$ cat src/rtl/swgf_pkg.sv
// Package for the sliding window glitch flagger.
// Holds register index codes, field widths and reset constants; no dependencies.
`default_nettype none

package swgf_pkg;

    localparam int CFG_IDX_W   = 2;
    localparam int THRESH_W    = 16;
    localparam int RADIUS_W    = 4;
    localparam int MIN_GOOD_W  = 5;

    localparam logic [RADIUS_W-1:0] DEFAULT_RADIUS = RADIUS_W'(3);

    typedef enum logic [CFG_IDX_W-1:0] {
        REG_BAD_VALUE = 2'd0,
        REG_THRESHOLD = 2'd1,
        REG_RADIUS    = 2'd2,
        REG_MIN_GOOD  = 2'd3
    } swgf_reg_t;

endpackage

`default_nettype wire

$ cat src/rtl/swgf_if.sv
// Handshake channels of the glitch flagger: gate items, result items, register writes.
// Depends on swgf_pkg.
`default_nettype none

interface swgf_gate_if #(parameter int SAMPLE_BITS = 16);
    logic                          valid;
    logic                          ready;
    logic signed [SAMPLE_BITS-1:0] sample;
    logic                          in_boundary;
    logic                          ray_start;

    modport source (output valid, sample, in_boundary, ray_start, input ready);
    modport sink   (input valid, sample, in_boundary, ray_start, output ready);
endinterface

interface swgf_result_if;
    logic valid;
    logic ready;
    logic flagged;
    logic tested;

    modport source (output valid, flagged, tested, input ready);
    modport sink   (input valid, flagged, tested, output ready);
endinterface

interface swgf_cfg_if #(parameter int DATA_W = 16);
    import swgf_pkg::*;
    logic                 valid;
    logic                 ready;
    logic [CFG_IDX_W-1:0] index;
    logic [DATA_W-1:0]    data;

    modport source (output valid, index, data, input ready);
    modport sink   (input valid, index, data, output ready);
endinterface

`default_nettype wire

$ cat src/rtl/sliding_window_glitch_flagger_core.sv
// Sliding window glitch flagger, top level.
// Depends on swgf_pkg and the channel interfaces in swgf_if.sv.
//
// Usage:
//   gate   : one radar gate item per handshake (sample, in_boundary, ray_start).
//   result : one item per accepted gate: flagged/tested for the gate radius
//            positions earlier in the window (both 0 where no test is made).
//   cfg    : register writes (0 bad_value, 1 threshold, 2 radius, 3 min_good),
//            always ready; write only while the block is idle. Writing radius
//            restarts the window.
// Throughput: one item per cycle while result is ready. Path: an accepted gate
//   is registered in the update stage and then in the result register, which
//   drives result.valid. Samples sit in a window memory with one write
//   port and two registered read ports (oldest entry and center); the good
//   bits, running sum and good count are read, updated and written back in a
//   single stage, which sets the clock rate: sum update, a 6x16 and a 16x5
//   multiply side by side, subtract and compare.
// Reset: registers go to their reset values and the window is empty; the
//   sample memory is not cleared, entries are only read after being written.
// Stall: when result is not ready, the result register and the update stage
//   hold and gate.ready drops once both are full; no item is lost.
`default_nettype none

module sliding_window_glitch_flagger_core #(
    parameter int MAX_RADIUS  = 15,
    parameter int SAMPLE_BITS = 16
) (
    input  wire logic   clk,
    input  wire logic   rst_n,
    swgf_gate_if.sink   gate,
    swgf_result_if.source result,
    swgf_cfg_if.sink    cfg
);
    import swgf_pkg::*;

    localparam int DEPTH  = 2 * MAX_RADIUS + 1;
    localparam int AW     = $clog2(DEPTH);
    localparam int CW     = $clog2(DEPTH + 1);
    localparam int RW     = $clog2(MAX_RADIUS + 1);
    localparam int RXW    = (RW > RADIUS_W) ? RW : RADIUS_W;
    localparam int MGW    = (CW > MIN_GOOD_W) ? CW : MIN_GOOD_W;
    localparam int SUM_W  = SAMPLE_BITS + CW;
    localparam int DEV_W  = SUM_W + 2;
    localparam int LIM_W  = THRESH_W + CW;
    localparam int CMP_W  = (DEV_W > LIM_W) ? DEV_W : LIM_W;
    localparam logic [RXW-1:0] MAX_R = RXW'(MAX_RADIUS);

    // configuration registers
    logic signed [SAMPLE_BITS-1:0] bad_value_reg;
    logic [THRESH_W-1:0]           threshold_reg;
    logic [RADIUS_W-1:0]           radius_reg;
    logic [MIN_GOOD_W-1:0]         min_good_reg;
    logic                          cfg_wr;
    logic                          radius_wr;

    // effective window geometry
    logic [RXW-1:0] r_raw;
    logic [RW-1:0]  r_eff;
    logic [CW-1:0]  navg;
    logic [CW-1:0]  test_min;

    // front stage
    logic [AW-1:0] wp_reg, wp_next;
    logic [CW-1:0] fill_reg, fill_next;
    logic          accept;
    logic          clear0;
    logic [AW-1:0] w0, c0;
    logic [CW-1:0] fill0, fill_after;
    logic          full0;

    // window memory
    logic [SAMPLE_BITS-1:0]        mem [DEPTH];
    logic signed [SAMPLE_BITS-1:0] rd_old_reg;
    logic signed [SAMPLE_BITS-1:0] rd_ctr_reg;

    // update stage
    logic                          s1_valid_reg, s1_valid_next;
    logic                          s1_clear_reg, s1_inb_reg, s1_good_reg;
    logic                          s1_full_reg, s1_test_reg;
    logic signed [SAMPLE_BITS-1:0] s1_x_reg;
    logic [AW-1:0]                 s1_w_reg, s1_c_reg;
    logic                          s1_fire;

    logic signed [SUM_W-1:0] sum_reg, sum_next;
    logic [CW-1:0]           cnt_reg, cnt_next;
    logic [DEPTH-1:0]        good_reg, good_next;

    logic signed [SUM_W-1:0] sum_b;
    logic [CW-1:0]           cnt_b;
    logic [DEPTH-1:0]        good_b;
    logic                    do_test;
    logic signed [CW:0]      n_s;
    logic signed [DEV_W-1:0] prod;
    logic signed [DEV_W-1:0] dev;
    logic [CMP_W-1:0]        abs_dev;
    logic [CMP_W-1:0]        lim;
    logic                    flag;

    // result register
    logic out_valid_reg, out_valid_next;
    logic flagged_reg, tested_reg;
    logic out_free;

    // configuration
    assign cfg.ready = 1'b1;
    assign cfg_wr    = cfg.valid && cfg.ready;
    assign radius_wr = cfg_wr && (swgf_reg_t'(cfg.index) == REG_RADIUS);

    always_ff @(posedge clk or negedge rst_n)
    begin
        if (!rst_n)
        begin
            bad_value_reg <= {1'b1, {(SAMPLE_BITS-1){1'b0}}};
            threshold_reg <= '0;
            radius_reg    <= DEFAULT_RADIUS;
            min_good_reg  <= '0;
        end
        else if (cfg_wr)
        begin
            unique case (swgf_reg_t'(cfg.index))
                REG_BAD_VALUE: bad_value_reg <= cfg.data[SAMPLE_BITS-1:0];
                REG_THRESHOLD: threshold_reg <= cfg.data[THRESH_W-1:0];
                REG_RADIUS:    radius_reg    <= cfg.data[RADIUS_W-1:0];
                REG_MIN_GOOD:  min_good_reg  <= cfg.data[MIN_GOOD_W-1:0];
            endcase
        end
    end

    always_comb
    begin
        r_raw = (radius_reg == '0) ? RXW'(DEFAULT_RADIUS) : RXW'(radius_reg);
        r_eff = RW'((r_raw > MAX_R) ? MAX_R : r_raw);
        navg  = CW'({r_eff, 1'b1});
        if ((min_good_reg == '0) || (MGW'(min_good_reg) > MGW'(navg)))
            test_min = navg;
        else
            test_min = CW'(min_good_reg);
    end

    // front stage: address generation and fill tracking
    assign out_free   = !out_valid_reg || result.ready;
    assign s1_fire    = s1_valid_reg && out_free;
    assign gate.ready = !s1_valid_reg || out_free;
    assign accept     = gate.valid && gate.ready;

    always_comb
    begin
        clear0     = gate.ray_start || !gate.in_boundary;
        w0         = clear0 ? '0 : wp_reg;
        fill0      = clear0 ? '0 : fill_reg;
        full0      = (fill0 >= navg);
        fill_after = full0 ? navg : fill0 + CW'(1);
        if (w0 >= AW'(r_eff))
            c0 = w0 - AW'(r_eff);
        else
            c0 = AW'(CW'(w0) + navg - CW'(r_eff));

        wp_next   = wp_reg;
        fill_next = fill_reg;
        if (radius_wr)
        begin
            wp_next   = '0;
            fill_next = '0;
        end
        else if (accept)
        begin
            if (gate.in_boundary)
            begin
                wp_next   = (CW'(w0) + CW'(1) == navg) ? '0 : w0 + AW'(1);
                fill_next = fill_after;
            end
            else
            begin
                wp_next   = '0;
                fill_next = '0;
            end
        end
    end

    always_ff @(posedge clk or negedge rst_n)
    begin
        if (!rst_n)
        begin
            wp_reg   <= '0;
            fill_reg <= '0;
        end
        else
        begin
            wp_reg   <= wp_next;
            fill_reg <= fill_next;
        end
    end

    // window memory: read-first, oldest entry and center read at accept
    always_ff @(posedge clk)
    begin
        if (accept)
        begin
            if (gate.in_boundary)
                mem[w0] <= gate.sample;
            rd_old_reg <= mem[w0];
            rd_ctr_reg <= mem[c0];
        end
    end

    always_ff @(posedge clk)
    begin
        if (accept)
        begin
            s1_clear_reg <= clear0;
            s1_inb_reg   <= gate.in_boundary;
            s1_good_reg  <= (gate.sample != bad_value_reg);
            s1_full_reg  <= full0;
            s1_test_reg  <= gate.in_boundary && (fill_after > CW'(r_eff));
            s1_x_reg     <= gate.sample;
            s1_w_reg     <= w0;
            s1_c_reg     <= c0;
        end
    end

    // update stage: sum, count and good bits read, modified, written back
    always_comb
    begin
        good_b = s1_clear_reg ? '0 : good_reg;
        sum_b  = s1_clear_reg ? '0 : sum_reg;
        cnt_b  = s1_clear_reg ? '0 : cnt_reg;
        if (s1_inb_reg)
        begin
            if (s1_full_reg && good_b[s1_w_reg])
            begin
                sum_b = sum_b - SUM_W'(rd_old_reg);
                cnt_b = cnt_b - CW'(1);
            end
            good_b[s1_w_reg] = s1_good_reg;
            if (s1_good_reg)
            begin
                sum_b = sum_b + SUM_W'(s1_x_reg);
                cnt_b = cnt_b + CW'(1);
            end
        end

        do_test = s1_test_reg && (cnt_b >= test_min) && good_b[s1_c_reg];
        n_s     = {1'b0, cnt_b};
        prod    = DEV_W'(n_s) * DEV_W'(rd_ctr_reg);
        dev     = DEV_W'(sum_b) - prod;
        abs_dev = CMP_W'(dev[DEV_W-1] ? -dev : dev);
        lim     = CMP_W'(LIM_W'(threshold_reg) * LIM_W'(cnt_b - CW'(1)));
        flag    = do_test && (abs_dev > lim);

        if (flag)
        begin
            sum_b            = sum_b - SUM_W'(rd_ctr_reg);
            cnt_b            = cnt_b - CW'(1);
            good_b[s1_c_reg] = 1'b0;
        end

        sum_next  = sum_reg;
        cnt_next  = cnt_reg;
        good_next = good_reg;
        if (radius_wr)
        begin
            sum_next  = '0;
            cnt_next  = '0;
            good_next = '0;
        end
        else if (s1_fire)
        begin
            sum_next  = sum_b;
            cnt_next  = cnt_b;
            good_next = good_b;
        end

        s1_valid_next = accept ? 1'b1 : (s1_fire ? 1'b0 : s1_valid_reg);
        out_valid_next = s1_fire ? 1'b1 : (result.ready ? 1'b0 : out_valid_reg);
    end

    always_ff @(posedge clk or negedge rst_n)
    begin
        if (!rst_n)
        begin
            sum_reg       <= '0;
            cnt_reg       <= '0;
            good_reg      <= '0;
            s1_valid_reg  <= 1'b0;
            out_valid_reg <= 1'b0;
        end
        else
        begin
            sum_reg       <= sum_next;
            cnt_reg       <= cnt_next;
            good_reg      <= good_next;
            s1_valid_reg  <= s1_valid_next;
            out_valid_reg <= out_valid_next;
        end
    end

    always_ff @(posedge clk)
    begin
        if (s1_fire)
        begin
            flagged_reg <= flag;
            tested_reg  <= do_test;
        end
    end

    assign result.valid   = out_valid_reg;
    assign result.flagged = flagged_reg;
    assign result.tested  = tested_reg;

    a_fill_bound: assert property (@(posedge clk) disable iff (!rst_n)
        fill_reg <= navg)
        else $error("fill count exceeds window length");

    a_wp_bound: assert property (@(posedge clk) disable iff (!rst_n)
        CW'(wp_reg) < navg)
        else $error("write position outside window");

    a_cnt_bound: assert property (@(posedge clk) disable iff (!rst_n)
        cnt_reg <= CW'(DEPTH))
        else $error("good count exceeds store depth");

    a_flag_tested: assert property (@(posedge clk) disable iff (!rst_n)
        out_valid_reg |-> (!flagged_reg || tested_reg))
        else $error("flagged result without test");

    a_boundary_restart: assert property (@(posedge clk) disable iff (!rst_n)
        (accept && !gate.in_boundary) |=> (fill_reg == '0 && wp_reg == '0))
        else $error("window not restarted after out-of-boundary item");

endmodule

`default_nettype wire

$ cat src/flat_wrapper.sv
// flat-port wrapper written by rule: the top's interface ports become plain ports
module sliding_window_glitch_flagger_core_flat import swgf_pkg::*;
#(
    parameter int MAX_RADIUS  = 15,
    parameter int SAMPLE_BITS = 16
)
  (clk, rst_n, gate_valid, gate_sample, gate_in_boundary, gate_ray_start, gate_ready, result_valid, result_flagged, result_tested, result_ready, cfg_valid, cfg_index, cfg_data, cfg_ready);
  swgf_gate_if #(.SAMPLE_BITS(SAMPLE_BITS)) gate_i ();
  swgf_result_if result_i ();
  swgf_cfg_if #(.DATA_W(16)) cfg_i ();
  input  wire logic clk;
  input  wire logic rst_n;
  input wire logic [$bits(gate_i.valid)-1:0] gate_valid;
  input wire logic [$bits(gate_i.sample)-1:0] gate_sample;
  input wire logic [$bits(gate_i.in_boundary)-1:0] gate_in_boundary;
  input wire logic [$bits(gate_i.ray_start)-1:0] gate_ray_start;
  output wire logic [$bits(gate_i.ready)-1:0] gate_ready;
  output wire logic [$bits(result_i.valid)-1:0] result_valid;
  output wire logic [$bits(result_i.flagged)-1:0] result_flagged;
  output wire logic [$bits(result_i.tested)-1:0] result_tested;
  input wire logic [$bits(result_i.ready)-1:0] result_ready;
  input wire logic [$bits(cfg_i.valid)-1:0] cfg_valid;
  input wire logic [$bits(cfg_i.index)-1:0] cfg_index;
  input wire logic [$bits(cfg_i.data)-1:0] cfg_data;
  output wire logic [$bits(cfg_i.ready)-1:0] cfg_ready;
  assign gate_i.valid = gate_valid;
  assign gate_i.sample = gate_sample;
  assign gate_i.in_boundary = gate_in_boundary;
  assign gate_i.ray_start = gate_ray_start;
  assign gate_ready = gate_i.ready;
  assign result_valid = result_i.valid;
  assign result_flagged = result_i.flagged;
  assign result_tested = result_i.tested;
  assign result_i.ready = result_ready;
  assign cfg_i.valid = cfg_valid;
  assign cfg_i.index = cfg_index;
  assign cfg_i.data = cfg_data;
  assign cfg_ready = cfg_i.ready;
  sliding_window_glitch_flagger_core #(.MAX_RADIUS(MAX_RADIUS), .SAMPLE_BITS(SAMPLE_BITS)) u_core (.clk(clk), .rst_n(rst_n), .gate(gate_i), .result(result_i), .cfg(cfg_i));
endmodule
$ cat config.mk
export PLATFORM = sky130hd
export DESIGN_NAME = sliding_window_glitch_flagger_core_flat
export DESIGN_NICKNAME = d
export VERILOG_FILES = /design/src/rtl/swgf_pkg.sv /design/src/rtl/swgf_if.sv /design/src/rtl/sliding_window_glitch_flagger_core.sv /design/src/flat_wrapper.sv
export SDC_FILE = /design/constraint.sdc
export NUM_CORES = 2
export LEC_CHECK = 0
export BUFFER_PORTS_ARGS = -buffer_cell sky130_fd_sc_hd__buf_4
export CORE_MARGIN = 1.5
export CORE_UTILIZATION = 30
export CTS_CLUSTER_DIAMETER = 80
export DETAILED_ROUTE_END_ITERATION = 8
export GPL_TIMING_DRIVEN = 0
export PLACE_DENSITY = 0.4
export REMOVE_ABC_BUFFERS = 1
export SETUP_SLACK_MARGIN = 0.2
export SLEW_MARGIN = 20
export SYNTH_ARGS = -nofsm -noshare
export SYNTH_HDL_FRONTEND = slang
export SYNTH_SLANG_ARGS = --single-unit
$ cat constraint.sdc
create_clock -name clk -period 21.9 [get_ports clk]
set_input_delay 1.095 -clock clk [delete_from_list [all_inputs] [get_ports clk]]
set_output_delay 1.095 -clock clk [all_outputs]
set_load 0.005 [all_outputs]
==> flow_metrics.py <==
metrics = {
    "final_layout": {
        "fillers": 15211,
        "area_growth_pct": 16.51,
        "drive_above_1_share_pct": 12.78,
        "fin_util_pct": 35.20,
        "diodes": 0,
        "layout.nets": 4747,
        "ff_latch_area_mm2": 0.01961,
        "multi_input_comb_area_mm2": 0.02436,
        "largest_reg_flops": 496,
    },
    "die": {
        "die_h_um": 393.9,
        "row_count": 143,
        "ios": 46,
        "die_w_um": 393.9,
        "die_area_mm2": 0.1551,
        "start_util_pct": 30.21,
        "coreArea_mm2": 0.1517,
    },
    "route": {
        "firstDrtPassIters": 6,
        "wl_per_cell_um": 24.28,
        "num_vias": 32900,
        "drt-initial-drc-count": 2274,
        "drc": 0,
        "routed_wl_mm": 154.7,
        "ant_nets": 0,
        "viasPerCell": 5.162,
    },
    "clocking": {
        "cts_buffers": 85,
        "cts_sinks": 671,
        "cts_resized": 0,
        "postCtsSetupRepairBufs": 0,
        "clkSlewWorstSetupHoldPaths_ns": 0.06,
        "insertion_delay_ns": 0.72,
        "root_buffer": "clkbuf_16",
        "tritoncts": "yes",
        "clock_path_buffers": 3,
        "hold_buffers": 0,
        "htree_levels": 3,
    },
    "hold_path": {
        "worstHoldPathType": "in -> async",
    },
    "synthesis": {
        "synth_warnings": 0,
        "synthCells": 4262,
        "ys.flop_type": "edfxtp_1",
        "async_flop_share_pct": 16.39,
        "synth_area_per_cell_um2": 10.75,
        "syn_area_mm2": 0.04584,
        "synth.distinct_cells": 84,
        "ys_ff_latch": 671,
        "synth-edff-count": 561,
        "ys_seq_area_share_pct": 42.77,
    },
    "sta": {
        "period_needed_ns": 13.98,
        "fmax_ghz": 0.07153,
        "finalHoldViolations": 0,
        "skew_ns": 0.05420,
        "setup_viol": 0,
        "relSlewSlack_pct": 20.56,
        "slew_violations": 0,
        "fin_crit_sh_pct": 63.84,
        "worstMarginPinSlew_ns": 1.179,
        "rsz0062_at_grt": "false",
    },
    "global_route": {
        "grt_start_max_net_pins": 82,
        "grt-ovfl-total": 0,
        "grt_antenna_before_repair": 6,
        "grt_pass1_vias": 33985,
        "groute.usage.overall_pct": 19.88,
        "grt_pass1_wl_mm": 231.0,
    },
    "worst_setup_path": {
        "ff2ff_setup_slack_ns": 7.92,
        "cp-start-kind": "flip-flop",
        "cpPeakStageDelay_ns": 0.87,
        "worstPathArrival_ns": 14.53,
        "r2r_start": "u_core.s1_w_reg[0]",
        "cp-end-kind": "flip-flop",
        "slowest_stage": "edfxtp_1",
        "reg2reg_to": "u_core.good_reg[10]",
        "setup.worst_path.class": "reg -> reg",
        "worstPathRequired_ns": 22.45,
        "cpMostUsedCell": "fa_1",
        "worstPathMaxFanout": 46,
        "reg2reg_depth": 43,
    },
    "run_status": {
        "outcome": "complete, no violations",
    },
    "flow_run": {
        "max_cap_viol_count": 0,
    },
    "placed_design": {
        "hpwl_mm": 110.8,
        "gp_congestion": 0.7869,
        "portBuffers": 44,
    },
}
-- kinds of logic (layout without fill, tap and decap cells) --
family	count (synthesis)	count (layout)	synth area share, %
fa+ha+maj	433	433	15.06
buf+inv	620	701	5.132
simple gates	1284	1284	13.01
compound gates	827	827	11.64
xor+xnor	162	162	3.096
mux	264	264	9.284
other cells	1	1	0.008181
flops	671	671	42.77
-- cell usage after synthesis (5+ instances only) --
master | instances | area [µm²]
a2111oi_0 | 15 | 131.4
a211oi_1 | 93 | 698.2
a21boi_0 | 10 | 75.07
a21o_1 | 38 | 285.3
a21oi_1 | 253 | 1266
a221oi_1 | 7 | 61.31
a22o_1 | 7 | 61.31
a311oi_1 | 24 | 210.2
a31oi_1 | 54 | 337.8
a32o_1 | 5 | 50.05
and2_1 | 69 | 431.7
and3_1 | 15 | 93.84
buf_1 | 41 | 153.9
buf_2 | 5 | 25.02
clkbuf_1 | 178 | 668.1
dfrtp_1 | 107 | 2678
edfxtp_1 | 561 | 16850
fa_1 | 198 | 3964
ha_1 | 235 | 2940
inv_1 | 388 | 1456
mux2_2 | 58 | 653.1
mux2i_1 | 82 | 820.8
mux4_2 | 123 | 2770
nand2_1 | 579 | 2173
nand2b_1 | 53 | 331.6
nand3_1 | 115 | 575.6
nand3b_1 | 11 | 82.58
nand4_1 | 9 | 56.30
nor2_1 | 214 | 803.3
nor2b_1 | 91 | 569.3
nor3_1 | 35 | 175.2
nor3b_1 | 20 | 150.1
nor4_1 | 28 | 175.2
o211ai_1 | 28 | 210.2
o21a_1 | 21 | 157.7
o21ai_0 | 111 | 555.5
o21bai_1 | 8 | 60.06
o221ai_1 | 5 | 43.79
o22ai_1 | 87 | 544.3
o31ai_1 | 15 | 112.6
o41ai_1 | 5 | 43.79
or2_2 | 9 | 56.30
or3_1 | 18 | 112.6
xnor2_1 | 109 | 954.7
xor2_1 | 53 | 464.2
-- worst max-delay path: cells and delay by family (launching register included) --
kind	cells	cell delay, ns
AO/OA/AOI/OAI	12	2.86
adder cells (fa/ha/maj)	8	3.50
buffers and inverters	5	0.68
multiplexers	1	0.36
flip-flops	1	0.87
XOR/XNOR	2	0.68
AND/OR/NAND/NOR	15	4.81
-- cell usage in the layout (no fill, tap or decap), types with 18 or more instances in the layout --
| cell type | instances |
|---|---|
| clkinv_1 | 20 |
| a311oi_1 | 24 |
| nor4_1 | 28 |
| ha_1 | 235 |
| o22ai_1 | 87 |
| o21a_1 | 21 |
| xor2_1 | 51 |
| nor3_1 | 33 |
| a21o_1 | 38 |
| buf_16 | 57 |
| a31oi_1 | 54 |
| nor2_4 | 31 |
| mux2i_1 | 79 |
| nor2b_1 | 91 |
| mux2_2 | 58 |
| buf_4 | 49 |
| xnor2_1 | 102 |
| dfrtp_1 | 106 |
| nand2b_1 | 53 |
| and2_1 | 68 |
| nand3_1 | 111 |
| nand2_1 | 574 |
| o21ai_0 | 111 |
| clkbuf_1 | 18 |
| buf_12 | 19 |
| clkbuf_16 | 85 |
| a21oi_1 | 253 |
| fa_1 | 198 |
| a211oi_1 | 93 |
| edfxtp_1 | 561 |
| o211ai_1 | 28 |
| nor2_1 | 182 |
| mux4_2 | 123 |
| inv_1 | 384 |
-- through the flow --
| stage | area, µm² | hold slack, ns | std cells | setup TNS, ns | setup slack, ns |
|---|---|---|---|---|---|
| 6_report | 53400 | 0.2692 | 6373 | 0 | 7.919 |
| 3_3_place_gp | 47820 | 0.4568 | 6108 | -300.85 | -16.64 |
| 3_5_place_dp | 50660 | 0.4620 | 6215 | 0 | 7.273 |
| 2_1_floorplan | 44950 | 0.4418 | 4034 | 0 | 3.128 |
| 5_1_grt | 53400 | 0.2678 | 6373 | 0 | 6.976 |
| 4_1_cts | 53390 | 0.2311 | 6372 | 0 | 7.243 |
-- per-layer routing --
metal  track usage, %  vias up  share of wire, %
met1            26.87    16623                45
li1                 -    15326                 -
met2            33.61      760                48
met3            2.009      189               4.0
met4            5.888        2               2.7
met5                0        -            0.0078
-- worst max path at each step --
| stage | from | depth (start not counted) | to |
|---|---|---|---|
| 2_1_floorplan | u_core.wp_reg[0] | 12 | u_core.rd_ctr_reg[10] |
| 3_3_place_gp | u_core.wp_reg[0] | 13 | u_core.rd_ctr_reg[10] |
| 3_5_place_dp | u_core.s1_w_reg[1] | 43 | u_core.good_reg[10] |
| 4_1_cts | u_core.s1_w_reg[1] | 43 | u_core.good_reg[10] |
| 5_1_grt | u_core.s1_w_reg[2] | 51 | u_core.good_reg[10] |
| 6_report | u_core.s1_w_reg[0] | 43 | u_core.good_reg[10] |
-- layout make-up --
| type | instances | share of cell area, % |
|---|---|---|
| clock buffers | 103 | 4.109 |
| clock inverters | 54 | 1.003 |
| inverters | 392 | 2.804 |
| multi-input cells | 2971 | 45.61 |
| flip-flops and latches | 671 | 36.71 |
| well taps | 2030 | 4.756 |
| repair buffers | 152 | 5.007 |
Power is not shown: default switching activity piles up to over one toggle a cycle in this logic, so the estimate is an artifact.
